===== config.mk =====
export PLATFORM = sky130hd
export DESIGN_NAME = serial_line_assembler_queue
export DESIGN_NICKNAME = d
export VERILOG_FILES = /design/src/rtl/slaq_pkg.sv /design/src/rtl/slaq_datapath.sv /design/src/rtl/slaq_ctrl.sv /design/src/rtl/serial_line_assembler_queue.sv
export VERILOG_INCLUDE_DIRS = /design/src /design/src/rtl
export SDC_FILE = /design/constraint.sdc
export NUM_CORES = 2
export LEC_CHECK = 0
export BUFFER_PORTS_ARGS = -buffer_cell sky130_fd_sc_hd__clkbuf_2
export CAP_MARGIN = 0
export CORE_ASPECT_RATIO = 0.6
export CORE_MARGIN = 4
export CORE_UTILIZATION = 35
export CTS_BUF_LIST = sky130_fd_sc_hd__clkbuf_8
export DETAILED_ROUTE_END_ITERATION = 6
export PLACE_DENSITY = 0.57
export SYNTH_ARGS = -nofsm -noshare
export SYNTH_HDL_FRONTEND = slang
export SYNTH_SLANG_ARGS = --single-unit

===== constraint.sdc =====
create_clock -name i_clk -period 3.1 [get_ports i_clk]
set_input_delay 0.31 -clock i_clk [delete_from_list [all_inputs] [get_ports i_clk]]
set_output_delay 0.31 -clock i_clk [all_outputs]
set_load 0.005 [all_outputs]

===== src/rtl/serial_line_assembler_queue_macros.svh =====
// ---------------------------------------------------------------------------
// serial line assembler queue assertion macros
// shared concurrent check wrappers, empty when SYNTH is defined
// ---------------------------------------------------------------------------
`ifndef SERIAL_LINE_ASSEMBLER_QUEUE_MACROS_SVH
`define SERIAL_LINE_ASSEMBLER_QUEUE_MACROS_SVH

`ifndef SYNTH
// property must hold on every rising clock edge out of reset
`define SLAQ_ASSERT(lbl, clk, rst_n, prop, msg) \
    lbl: assert property (@(posedge clk) disable iff (!rst_n) prop) else $error(msg);
// condition must never be seen out of reset
`define SLAQ_NEVER(lbl, clk, rst_n, cond, msg) \
    lbl: assert property (@(posedge clk) disable iff (!rst_n) !(cond)) else $error(msg);
`else
`define SLAQ_ASSERT(lbl, clk, rst_n, prop, msg)
`define SLAQ_NEVER(lbl, clk, rst_n, cond, msg)
`endif

`endif


===== src/rtl/slaq_pkg.sv =====
// ---------------------------------------------------------------------------
// slaq_pkg
// shared constants, status codes and control structs of the line queue
// ---------------------------------------------------------------------------
package slaq_pkg;

    localparam int QUEUE_DEPTH_DEF = 4;
    localparam int LINE_LEN_DEF    = 64;

    localparam logic [7:0] CH_LF     = 8'h0A;
    localparam logic [7:0] CH_CR     = 8'h0D;
    localparam logic [7:0] CH_SEMI   = 8'h3B;
    localparam logic [7:0] CH_BSLASH = 8'h5C;

    typedef enum logic [2:0] {
        ST_TAKEN     = 3'd0,
        ST_QUEUED    = 3'd1,
        ST_DISCARDED = 3'd2,
        ST_FULL      = 3'd3,
        ST_CHAR      = 3'd4,
        ST_EMPTY     = 3'd5
    } t_status;

    // controller to datapath
    typedef struct packed {
        logic take_byte;
        logic pop_start;
        logic rd_issue;
        logic char_load;
    } t_ctrl_cmd;

    // datapath to controller
    typedef struct packed {
        logic fill_zero;
        logic out_free;
        logic char_last;
    } t_dp_status;

endpackage


===== src/rtl/slaq_datapath.sv =====
// ---------------------------------------------------------------------------
// slaq_datapath
// line assembly, line memory, ring pointers and output beat register
// ---------------------------------------------------------------------------
`include "serial_line_assembler_queue_macros.svh"

module slaq_datapath #(
    parameter int QUEUE_DEPTH = slaq_pkg::QUEUE_DEPTH_DEF,
    parameter int LINE_LEN    = slaq_pkg::LINE_LEN_DEF
) (
    input  logic                 i_clk,
    input  logic                 i_rst_n,
    input  slaq_pkg::t_ctrl_cmd  i_cmd,
    input  logic [7:0]           i_byte,
    input  logic                 i_out_ready,
    output slaq_pkg::t_dp_status o_sts,
    output logic                 o_out_valid,
    output logic [2:0]           o_out_status,
    output logic [7:0]           o_out_char,
    output logic                 o_out_last,
    output logic                 o_out_ack
);
    import slaq_pkg::*;

    localparam int SLOT_W    = (QUEUE_DEPTH > 1) ? $clog2(QUEUE_DEPTH) : 1;
    localparam int FILL_W    = $clog2(QUEUE_DEPTH + 1);
    localparam int CNT_W     = $clog2(LINE_LEN);
    localparam int MEM_DEPTH = QUEUE_DEPTH * LINE_LEN;
    localparam int ADDR_W    = $clog2(MEM_DEPTH);
    localparam logic [ADDR_W-1:0] LL_A      = ADDR_W'(LINE_LEN);
    localparam logic [CNT_W-1:0]  CNT_LIMIT = CNT_W'(LINE_LEN - 1);
    localparam logic [SLOT_W-1:0] SLOT_LAST = SLOT_W'(QUEUE_DEPTH - 1);
    localparam logic [FILL_W-1:0] FILL_MAX  = FILL_W'(QUEUE_DEPTH);

    logic [7:0]        r_line_store [MEM_DEPTH];
    logic [CNT_W-1:0]  r_line_len   [QUEUE_DEPTH];
    logic              r_ack_flag   [QUEUE_DEPTH];

    logic [FILL_W-1:0] r_fill, n_fill;
    logic [SLOT_W-1:0] r_wr_slot, n_wr_slot;
    logic [SLOT_W-1:0] r_rd_slot, n_rd_slot;
    logic [CNT_W-1:0]  r_char_cnt, n_char_cnt;
    logic              r_in_comment, n_in_comment;
    logic              r_esc, n_esc;
    logic              r_first_semi, n_first_semi;
    logic [CNT_W-1:0]  r_rd_idx;
    logic [7:0]        r_rdata;

    logic              r_out_valid;
    t_status           r_out_status;
    logic [7:0]        r_out_char;
    logic              r_out_last;
    logic              r_out_ack;

    t_status           byte_st;
    logic              byte_store;
    logic              mem_we;
    logic              len_we;
    logic              cnt_at_limit;
    logic              is_eol;
    logic              char_last;
    logic [ADDR_W-1:0] wr_addr;
    logic [ADDR_W-1:0] rd_addr;

    assign cnt_at_limit = (r_char_cnt >= CNT_LIMIT);
    assign is_eol       = (i_byte == CH_LF) || (i_byte == CH_CR);
    assign wr_addr      = ADDR_W'(r_wr_slot) * LL_A + ADDR_W'(r_char_cnt);
    assign rd_addr      = ADDR_W'(r_rd_slot) * LL_A + ADDR_W'(r_rd_idx);
    assign char_last    = ({1'b0, r_rd_idx} + 1'b1) == {1'b0, r_line_len[r_rd_slot]};

    // byte handling and ring bookkeeping
    always_comb begin
        n_fill       = r_fill;
        n_wr_slot    = r_wr_slot;
        n_rd_slot    = r_rd_slot;
        n_char_cnt   = r_char_cnt;
        n_in_comment = r_in_comment;
        n_esc        = r_esc;
        n_first_semi = r_first_semi;
        byte_st      = ST_TAKEN;
        byte_store   = 1'b0;
        mem_we       = 1'b0;
        len_we       = 1'b0;
        if (i_cmd.take_byte) begin
            if (r_fill == FILL_MAX) begin
                byte_st = ST_FULL;
            end else if (r_esc) begin
                n_esc      = 1'b0;
                byte_store = !r_in_comment;
            end else if (is_eol) begin
                n_in_comment = 1'b0;
                n_char_cnt   = '0;
                if ((r_char_cnt == '0) || r_first_semi) begin
                    byte_st = ST_DISCARDED;
                end else begin
                    byte_st   = ST_QUEUED;
                    len_we    = 1'b1;
                    n_wr_slot = (r_wr_slot == SLOT_LAST) ? '0 : r_wr_slot + 1'b1;
                    n_fill    = r_fill + 1'b1;
                end
            end else if (cnt_at_limit) begin
                byte_st = ST_TAKEN;
            end else if (i_byte == CH_BSLASH) begin
                n_esc = 1'b1;
            end else begin
                if (i_byte == CH_SEMI) begin
                    n_in_comment = 1'b1;
                end
                byte_store = !(r_in_comment || (i_byte == CH_SEMI));
            end
            if (byte_store && !cnt_at_limit) begin
                mem_we     = 1'b1;
                n_char_cnt = r_char_cnt + 1'b1;
                if (r_char_cnt == '0) begin
                    n_first_semi = (i_byte == CH_SEMI);
                end
            end
        end
        if (i_cmd.char_load && char_last) begin
            n_fill    = r_fill - 1'b1;
            n_rd_slot = (r_rd_slot == SLOT_LAST) ? '0 : r_rd_slot + 1'b1;
        end
    end

    always_ff @(posedge i_clk) begin
        if (!i_rst_n) begin
            r_fill       <= '0;
            r_wr_slot    <= '0;
            r_rd_slot    <= '0;
            r_char_cnt   <= '0;
            r_in_comment <= 1'b0;
            r_esc        <= 1'b0;
            r_first_semi <= 1'b0;
            r_rd_idx     <= '0;
        end else begin
            r_fill       <= n_fill;
            r_wr_slot    <= n_wr_slot;
            r_rd_slot    <= n_rd_slot;
            r_char_cnt   <= n_char_cnt;
            r_in_comment <= n_in_comment;
            r_esc        <= n_esc;
            r_first_semi <= n_first_semi;
            if (i_cmd.pop_start) begin
                r_rd_idx <= '0;
            end else if (i_cmd.char_load) begin
                r_rd_idx <= r_rd_idx + 1'b1;
            end
        end
    end

    // line memory, one write port and one registered read port
    always_ff @(posedge i_clk) begin
        if (mem_we) begin
            r_line_store[wr_addr] <= i_byte;
        end
    end

    always_ff @(posedge i_clk) begin
        if (i_cmd.rd_issue) begin
            r_rdata <= r_line_store[rd_addr];
        end
    end

    always_ff @(posedge i_clk) begin
        if (len_we) begin
            r_line_len[r_wr_slot] <= r_char_cnt;
            r_ack_flag[r_wr_slot] <= 1'b1;
        end
    end

    // output beat register
    always_ff @(posedge i_clk) begin
        if (!i_rst_n) begin
            r_out_valid <= 1'b0;
        end else if (i_cmd.take_byte || (i_cmd.pop_start && (r_fill == '0))
                     || i_cmd.char_load) begin
            r_out_valid <= 1'b1;
        end else if (i_out_ready) begin
            r_out_valid <= 1'b0;
        end
    end

    always_ff @(posedge i_clk) begin
        if (i_cmd.take_byte) begin
            r_out_status <= byte_st;
            r_out_char   <= '0;
            r_out_last   <= 1'b0;
            r_out_ack    <= 1'b0;
        end else if (i_cmd.pop_start && (r_fill == '0)) begin
            r_out_status <= ST_EMPTY;
            r_out_char   <= '0;
            r_out_last   <= 1'b0;
            r_out_ack    <= 1'b0;
        end else if (i_cmd.char_load) begin
            r_out_status <= ST_CHAR;
            r_out_char   <= r_rdata;
            r_out_last   <= char_last;
            r_out_ack    <= r_ack_flag[r_rd_slot];
        end
    end

    assign o_sts.fill_zero = (r_fill == '0);
    assign o_sts.out_free  = !r_out_valid || i_out_ready;
    assign o_sts.char_last = char_last;
    assign o_out_valid     = r_out_valid;
    assign o_out_status    = r_out_status;
    assign o_out_char      = r_out_char;
    assign o_out_last      = r_out_last;
    assign o_out_ack       = r_out_ack;

    `SLAQ_NEVER(a_fill_bound, i_clk, i_rst_n, r_fill > FILL_MAX, "queue fill beyond depth")
    `SLAQ_NEVER(a_store_limit, i_clk, i_rst_n, mem_we && cnt_at_limit, "store past line limit")
    `SLAQ_ASSERT(a_queue_inc, i_clk, i_rst_n, (i_cmd.take_byte && byte_st == ST_QUEUED) |=> (r_fill == $past(r_fill) + 1'b1), "queued line not counted")

endmodule


===== src/rtl/slaq_ctrl.sv =====
// ---------------------------------------------------------------------------
// slaq_ctrl
// sequencer for byte intake and character-by-character line pops
// ---------------------------------------------------------------------------
`include "serial_line_assembler_queue_macros.svh"

module slaq_ctrl (
    input  logic                 i_clk,
    input  logic                 i_rst_n,
    input  logic                 i_in_valid,
    input  logic                 i_in_pop,
    input  slaq_pkg::t_dp_status i_sts,
    output logic                 o_in_ready,
    output slaq_pkg::t_ctrl_cmd  o_cmd
);
    import slaq_pkg::*;

    typedef enum logic [1:0] {
        S_IDLE,
        S_RD,
        S_WR
    } t_state;

    t_state r_state, n_state;
    logic   in_ready;
    logic   in_beat;

    assign in_ready = (r_state == S_IDLE) && i_sts.out_free;
    assign in_beat  = i_in_valid && in_ready;

    always_comb begin
        n_state         = r_state;
        o_cmd.take_byte = 1'b0;
        o_cmd.pop_start = 1'b0;
        o_cmd.rd_issue  = 1'b0;
        o_cmd.char_load = 1'b0;
        unique case (r_state)
            S_IDLE: begin
                o_cmd.take_byte = in_beat && !i_in_pop;
                o_cmd.pop_start = in_beat && i_in_pop;
                if (in_beat && i_in_pop && !i_sts.fill_zero) begin
                    n_state = S_RD;
                end
            end
            S_RD: begin
                o_cmd.rd_issue = 1'b1;
                n_state        = S_WR;
            end
            S_WR: begin
                if (i_sts.out_free) begin
                    o_cmd.char_load = 1'b1;
                    n_state         = i_sts.char_last ? S_IDLE : S_RD;
                end
            end
            default: n_state = S_IDLE;
        endcase
    end

    always_ff @(posedge i_clk) begin
        if (!i_rst_n) begin
            r_state <= S_IDLE;
        end else begin
            r_state <= n_state;
        end
    end

    assign o_in_ready = in_ready;

    `SLAQ_ASSERT(a_rd_then_wr, i_clk, i_rst_n, (r_state == S_RD) |=> (r_state == S_WR), "read not followed by load")
    `SLAQ_ASSERT(a_last_to_idle, i_clk, i_rst_n, (o_cmd.char_load && i_sts.char_last) |=> (r_state == S_IDLE), "pop did not end on last char")
    `SLAQ_NEVER(a_no_intake_busy, i_clk, i_rst_n, (r_state != S_IDLE) && (o_cmd.take_byte || o_cmd.pop_start), "intake during pop")

endmodule


===== src/rtl/serial_line_assembler_queue.sv =====
// serial byte beat: its status beat appears the next cycle;
// one byte per cycle while no pop streams and the output beat is taken each cycle
// pop beat: an empty ring answers the next cycle; a queued line streams its chars,
// each read from the line memory into a register, loaded once the output is free
// reset: ring pointers, fill count and line parser cleared; line memory left as is
// ---------------------------------------------------------------------------
// serial_line_assembler_queue
// assembles serial bytes into command lines and queues them in a ring
// ---------------------------------------------------------------------------
module serial_line_assembler_queue #(
    parameter int QUEUE_DEPTH = slaq_pkg::QUEUE_DEPTH_DEF,
    parameter int LINE_LEN    = slaq_pkg::LINE_LEN_DEF
) (
    input  logic        i_clk,
    input  logic        i_rst_n,
    // input stream
    input  logic        s_axis_tvalid,
    output logic        s_axis_tready,
    input  logic [7:0]  s_axis_tdata,   // [7:0] data_byte
    input  logic        s_axis_tuser,   // [0] command: 0 byte, 1 pop
    // result stream
    output logic        m_axis_tvalid,
    input  logic        m_axis_tready,
    output logic [15:0] m_axis_tdata,   // [7:0] line_char, [8] ack_wanted, [15:9] zero
    output logic [2:0]  m_axis_tuser,   // [2:0] status
    output logic        m_axis_tlast    // last_char
);
    import slaq_pkg::*;

    t_ctrl_cmd  cmd;
    t_dp_status sts;
    logic [7:0] out_char;
    logic       out_ack;

    // sequencer: decides when a beat is taken and walks popped lines
    slaq_ctrl u_ctrl (
        .i_clk      (i_clk),
        .i_rst_n    (i_rst_n),
        .i_in_valid (s_axis_tvalid),
        .i_in_pop   (s_axis_tuser),
        .i_sts      (sts),
        .o_in_ready (s_axis_tready),
        .o_cmd      (cmd)
    );

    // parser state, line memory, ring and the output beat register
    slaq_datapath #(
        .QUEUE_DEPTH (QUEUE_DEPTH),
        .LINE_LEN    (LINE_LEN)
    ) u_dp (
        .i_clk        (i_clk),
        .i_rst_n      (i_rst_n),
        .i_cmd        (cmd),
        .i_byte       (s_axis_tdata),
        .i_out_ready  (m_axis_tready),
        .o_sts        (sts),
        .o_out_valid  (m_axis_tvalid),
        .o_out_status (m_axis_tuser),
        .o_out_char   (out_char),
        .o_out_last   (m_axis_tlast),
        .o_out_ack    (out_ack)
    );

    // pack result fields, lowest bit first, padded to two bytes
    assign m_axis_tdata = {7'd0, out_ack, out_char};

endmodule

==> metrics.md <==
| Metric | Value |
|---|---|
| Syn Area/Cell | `21.5 um^2` |
| Maximum clock insertion buffer count | `4` |
| Number of violations reported at the end of detailed-routing iteration 0 | `6073` |
| Critical-path cell list | `buf_12, buf_12, buf_12, buf_12, mux4_2, a22oi_2, buf_4, a21oi_4, nor4_4, buf_4, o22ai_1, or3_1` |
| Area of the mapped netlist | `82400 um^2` |
| Wire length of the first global-routing pass | `341000 um` |
| First-pass detailed-route iteration total | `6` |
| Number of primary I/O pins | `35` |
| Area growth from synthesis to final layout | `20.0%` |
| Post-synth EDFFs | `2083` |
| Floorplan die height | `384 um` |
| Number of global-route vias before repair | `42.5k` |
| Final setup slack of the worst path | `-98.1 ps` |
| Final critical path time including I/O delays and setup | `3200 ps` |
| Worst Skew | `69.3 ps` |
| Sort of element at the end of the critical path | `flop` |
| Number of H-tree levels | `5` |
| Area of the die | `244000 um^2` |
| DP Wirelength | `154000 um` |
| Number of endpoints failing setup at the final stage | `7` |
| Largest net degree at the start of global routing | `158` |
| Final estimated routing congestion in global placement | `0.865` |
| Clock sink count | `2120` |
| Leakage | `30.1 nW` |
| Failing checks | `negative setup slack` |
| Most Frequent Cell on Critical Path | `buf_12` |
| Total wirelength of the detailed-routed design | `246000 um` |
| Max capacitance violation total | `0` |
| Power density relative to cell area | `533 nW/um^2` |
| Hold Crit Class | `in -> reg` |
| Proportion of register bits with asynchronous set or reset after synthesis | `0%` |
| Starting density of the core | `35.3%` |
| Final worst path period share | `103%` |
| DRC violations left | `0` |
| Total buffers and inverters traversed by the critical path | `6` |
| Sequential-to-total area share from yosys stat | `76.8%` |
| Clock tree from TritonCTS | `done` |
| Synth unique cells | `72` |
| Highest net fanout along the worst path | `5` |
| Horiz. Die Dim | `635 um` |
| Post-detailed-route wirelength per cell | `31.3 um` |
| Yosys warnings | `0` |
| Worst endpoint data arrival time | `3810 ps` |
| Largest delay share family, worst path | `buffers and inverters` |
| Least-Margin Pin Slew | `1150 ps` |
| Buffer cell driving the clock tree root | `clkbuf_8` |
| Total CTS buffers | `298` |
| Post-Place Setup Slack | `-501 ps` |
| Kind of launch point of the worst setup path | `flop` |
| Critical path data required time | `3710 ps` |
| Max rail drop VDD | `364 uV` |
| Post-route ant nets | `0` |
| Synth Instances | `3837` |
| Relative max-transition margin | `23.1%` |
| RSZ-0062 raised after global routing | `true` |
| Fraction of final layout cells sized beyond drive strength 1 | `38.7%` |
| Max Fclk | `313 MHz` |
| Via count | `43.7k` |
| Slowest stage cell on the critical path | `mux4_2` |
| Post-Route Hold Slack | `59.4 ps` |
| Number of buffers added on ports | `27` |
| Register bit count reported by yosys | `2120` |
| Max incr delay on CP | `560 ps` |
| Total routing resource utilization after global routing | `19.8%` |
| Placeable core region | `233000 um^2` |
| Number of antenna violations at the first check in global routing | `7` |
| Outcome | `finished, violations left` |
| Avg Vias per Cell | `5.56` |
| Clock insertion delay at the later pin of the skew report | `920 ps` |
| Class of the most critical setup path | `reg -> reg` |
| Total gr overflow | `0` |
| Standard-cell row count | `137` |
| Count of final max-slew check failures | `0` |
| Clock Pin Slew Worst Setup and Hold Paths | `70 ps` |
| Number of nets at the end of the flow | `4552` |
| Ys flop type | `edfxtp_1` |
| Final Hold Vio Count | `0` |
-- synth_stat cells, types with 30 or more instances --
cell type	n	share of area, %
nor2_1	292	1.3
buf_6	31	0.42
buf_2	73	0.44
edfxtp_1	2083	76
mux2i_1	99	1.2
dfxtp_1	37	0.90
a21oi_1	60	0.36
a22oi_1	96	0.87
mux4_2	534	15
nand2_1	86	0.39
o22ai_1	35	0.27
clkbuf_1	78	0.36
buf_4	30	0.27
-- worst reg2reg max path, stage by stage (launching register included) --
cell     delay, ps
dfxtp_4        380
buf_12         150
buf_12         150
buf_12         150
buf_12         140
mux4_2         570
a22oi_2        210
buf_4          160
a21oi_4         90
nor4_4         370
buf_4          180
o22ai_1         70
or3_1          320
-- cell usage in the layout (no fill, tap or decap), types with 8 or more instances in the layout --
cell type	Yosys	layout
edfxtp_1	2083	2083
mux4_2	534	534
buf_4	30	387
clkbuf_8	0	317
nor2_4	0	189
buf_12	2	114
inv_1	8	97
mux2i_1	99	94
nand2_1	86	75
a22oi_1	96	72
clkinv_1	0	69
nor2_1	292	53
a21oi_1	60	50
nor2_2	0	50
conb_1	1	39
dfxtp_1	37	31
o22ai_1	35	29
a22oi_2	0	24
buf_6	31	23
clkinv_2	0	20
clkbuf_2	1	19
nor2b_1	23	18
nand3_1	22	17
buf_16	0	13
nand2b_1	11	11
a22o_1	14	11
o21ai_0	16	11
nand2_2	0	11
ha_1	11	11
dlygate4sd3_1	0	11
and2_1	13	10
a211oi_1	18	10
nor3_1	13	9
a21oi_2	0	8
a211oi_2	0	8
and3_1	8	8
-- flip-flops by register name, summed over array words and instances, names as in the netlist, named ones only --
| register | cells |
|---|---|
| u_dp.r_wr_slot | 2 |
| u_dp.r_in_comment | 1 |
| u_dp.r_char_cnt | 6 |
| u_ctrl.r_state | 2 |
| u_dp.o_out_status | 3 |
| u_dp.o_out_char | 8 |
| u_dp.r_rd_idx | 6 |
| u_dp.o_out_ack | 1 |
| u_dp.r_first_semi | 1 |
| u_dp.r_esc | 1 |
| u_dp.o_out_valid | 1 |
| u_dp.o_out_last | 1 |
| u_dp.r_line_store | 2048 |
| u_dp.r_line_len | 24 |
| u_dp.r_fill | 3 |
| u_dp.r_rdata | 8 |
| u_dp.r_rd_slot | 2 |
-- report_power, final --
part / switching [mW] / total [mW] / internal (mW) / leakage (nW)
Clock: 10.6 / 20.4 / 9.81 / 3.00
Sequential: 0.0131 / 31.5 / 31.5 / 19.1
Combinational: 0.714 / 0.847 / 0.132 / 8.03
Total: 11.4 / 52.8 / 41.4 / 30.1
-- repair_timing --
action | in CTS | in global routing
gates cloned | 5 | 2
setup buffers | 46 | 60
endpoints found under the hold margin | 98 | 0
hold buffers | 11 | 0
gates resized for setup | 378 | 233
endpoints found under the setup margin | 1854 | 1692
pin swaps | 18 | 39
-- per-layer routing --
layer | part of all wire (%) | GRT usage (%) | up-vias
met2 | 40 | 25.9 | 2588
met4 | 2.1 | 3.83 | 6
met3 | 14 | 7.34 | 337
li1 | - | - | 17435
met5 | 0.057 | 0 | -
met1 | 44 | 31.2 | 23338
-- worst paths after layout --
path                         start  slack [ps]                   endpoint  cells past startpoint
setup reg to reg  u_dp.r_rd_idx[0]        -100            u_dp.r_rdata[2]                     12
setup / recovery  u_dp.r_rd_idx[0]        -100            u_dp.r_rdata[2]                     12
hold / removal     s_axis_tdata[7]          60  u_dp.r_line_store[219][7]                      2
hold reg to reg    u_dp.o_out_last         460            u_dp.o_out_last                      2
-- cell type report --
class                      count  area, um^2
fill                       20028      134000
inverter                       8        30.0
antenna                        1        2.50
sequential                  2120       63300
multi-input combinational   1516       20200
clock inverter               195         986
clock buffer                 309        4250
timing repair buffer         584        6310
tap                         3127        3910
-- metrics by stage --
step	util, %	cell area, um^2	std cells	TNS, ps	power, mW
3_5_place_dp	38.5	89900	7237	-397110	32.9
2_1_floorplan	-	82600	3875	0	32.2
6_report	42.4	99000	7860	-222	52.8
3_3_place_gp	38.5	89900	7236	-268390	32.9
5_1_grt	42.4	99000	7859	-624	54.6
4_1_cts	41.7	97300	7801	-19640	53.1
-- cells by family after synthesis --
group	share of synthesized area (%)
DFF	76.8
muxes	15.9
and+or+nand+nor	2.82
AOI/OAI and AO/OA	2.50
buffers and inverters	1.69
xor gates and xnor gates	0.193
adders and majority gates	0.167
other	0.00455
No activity file was read; power rests on OpenSTA's default activity.
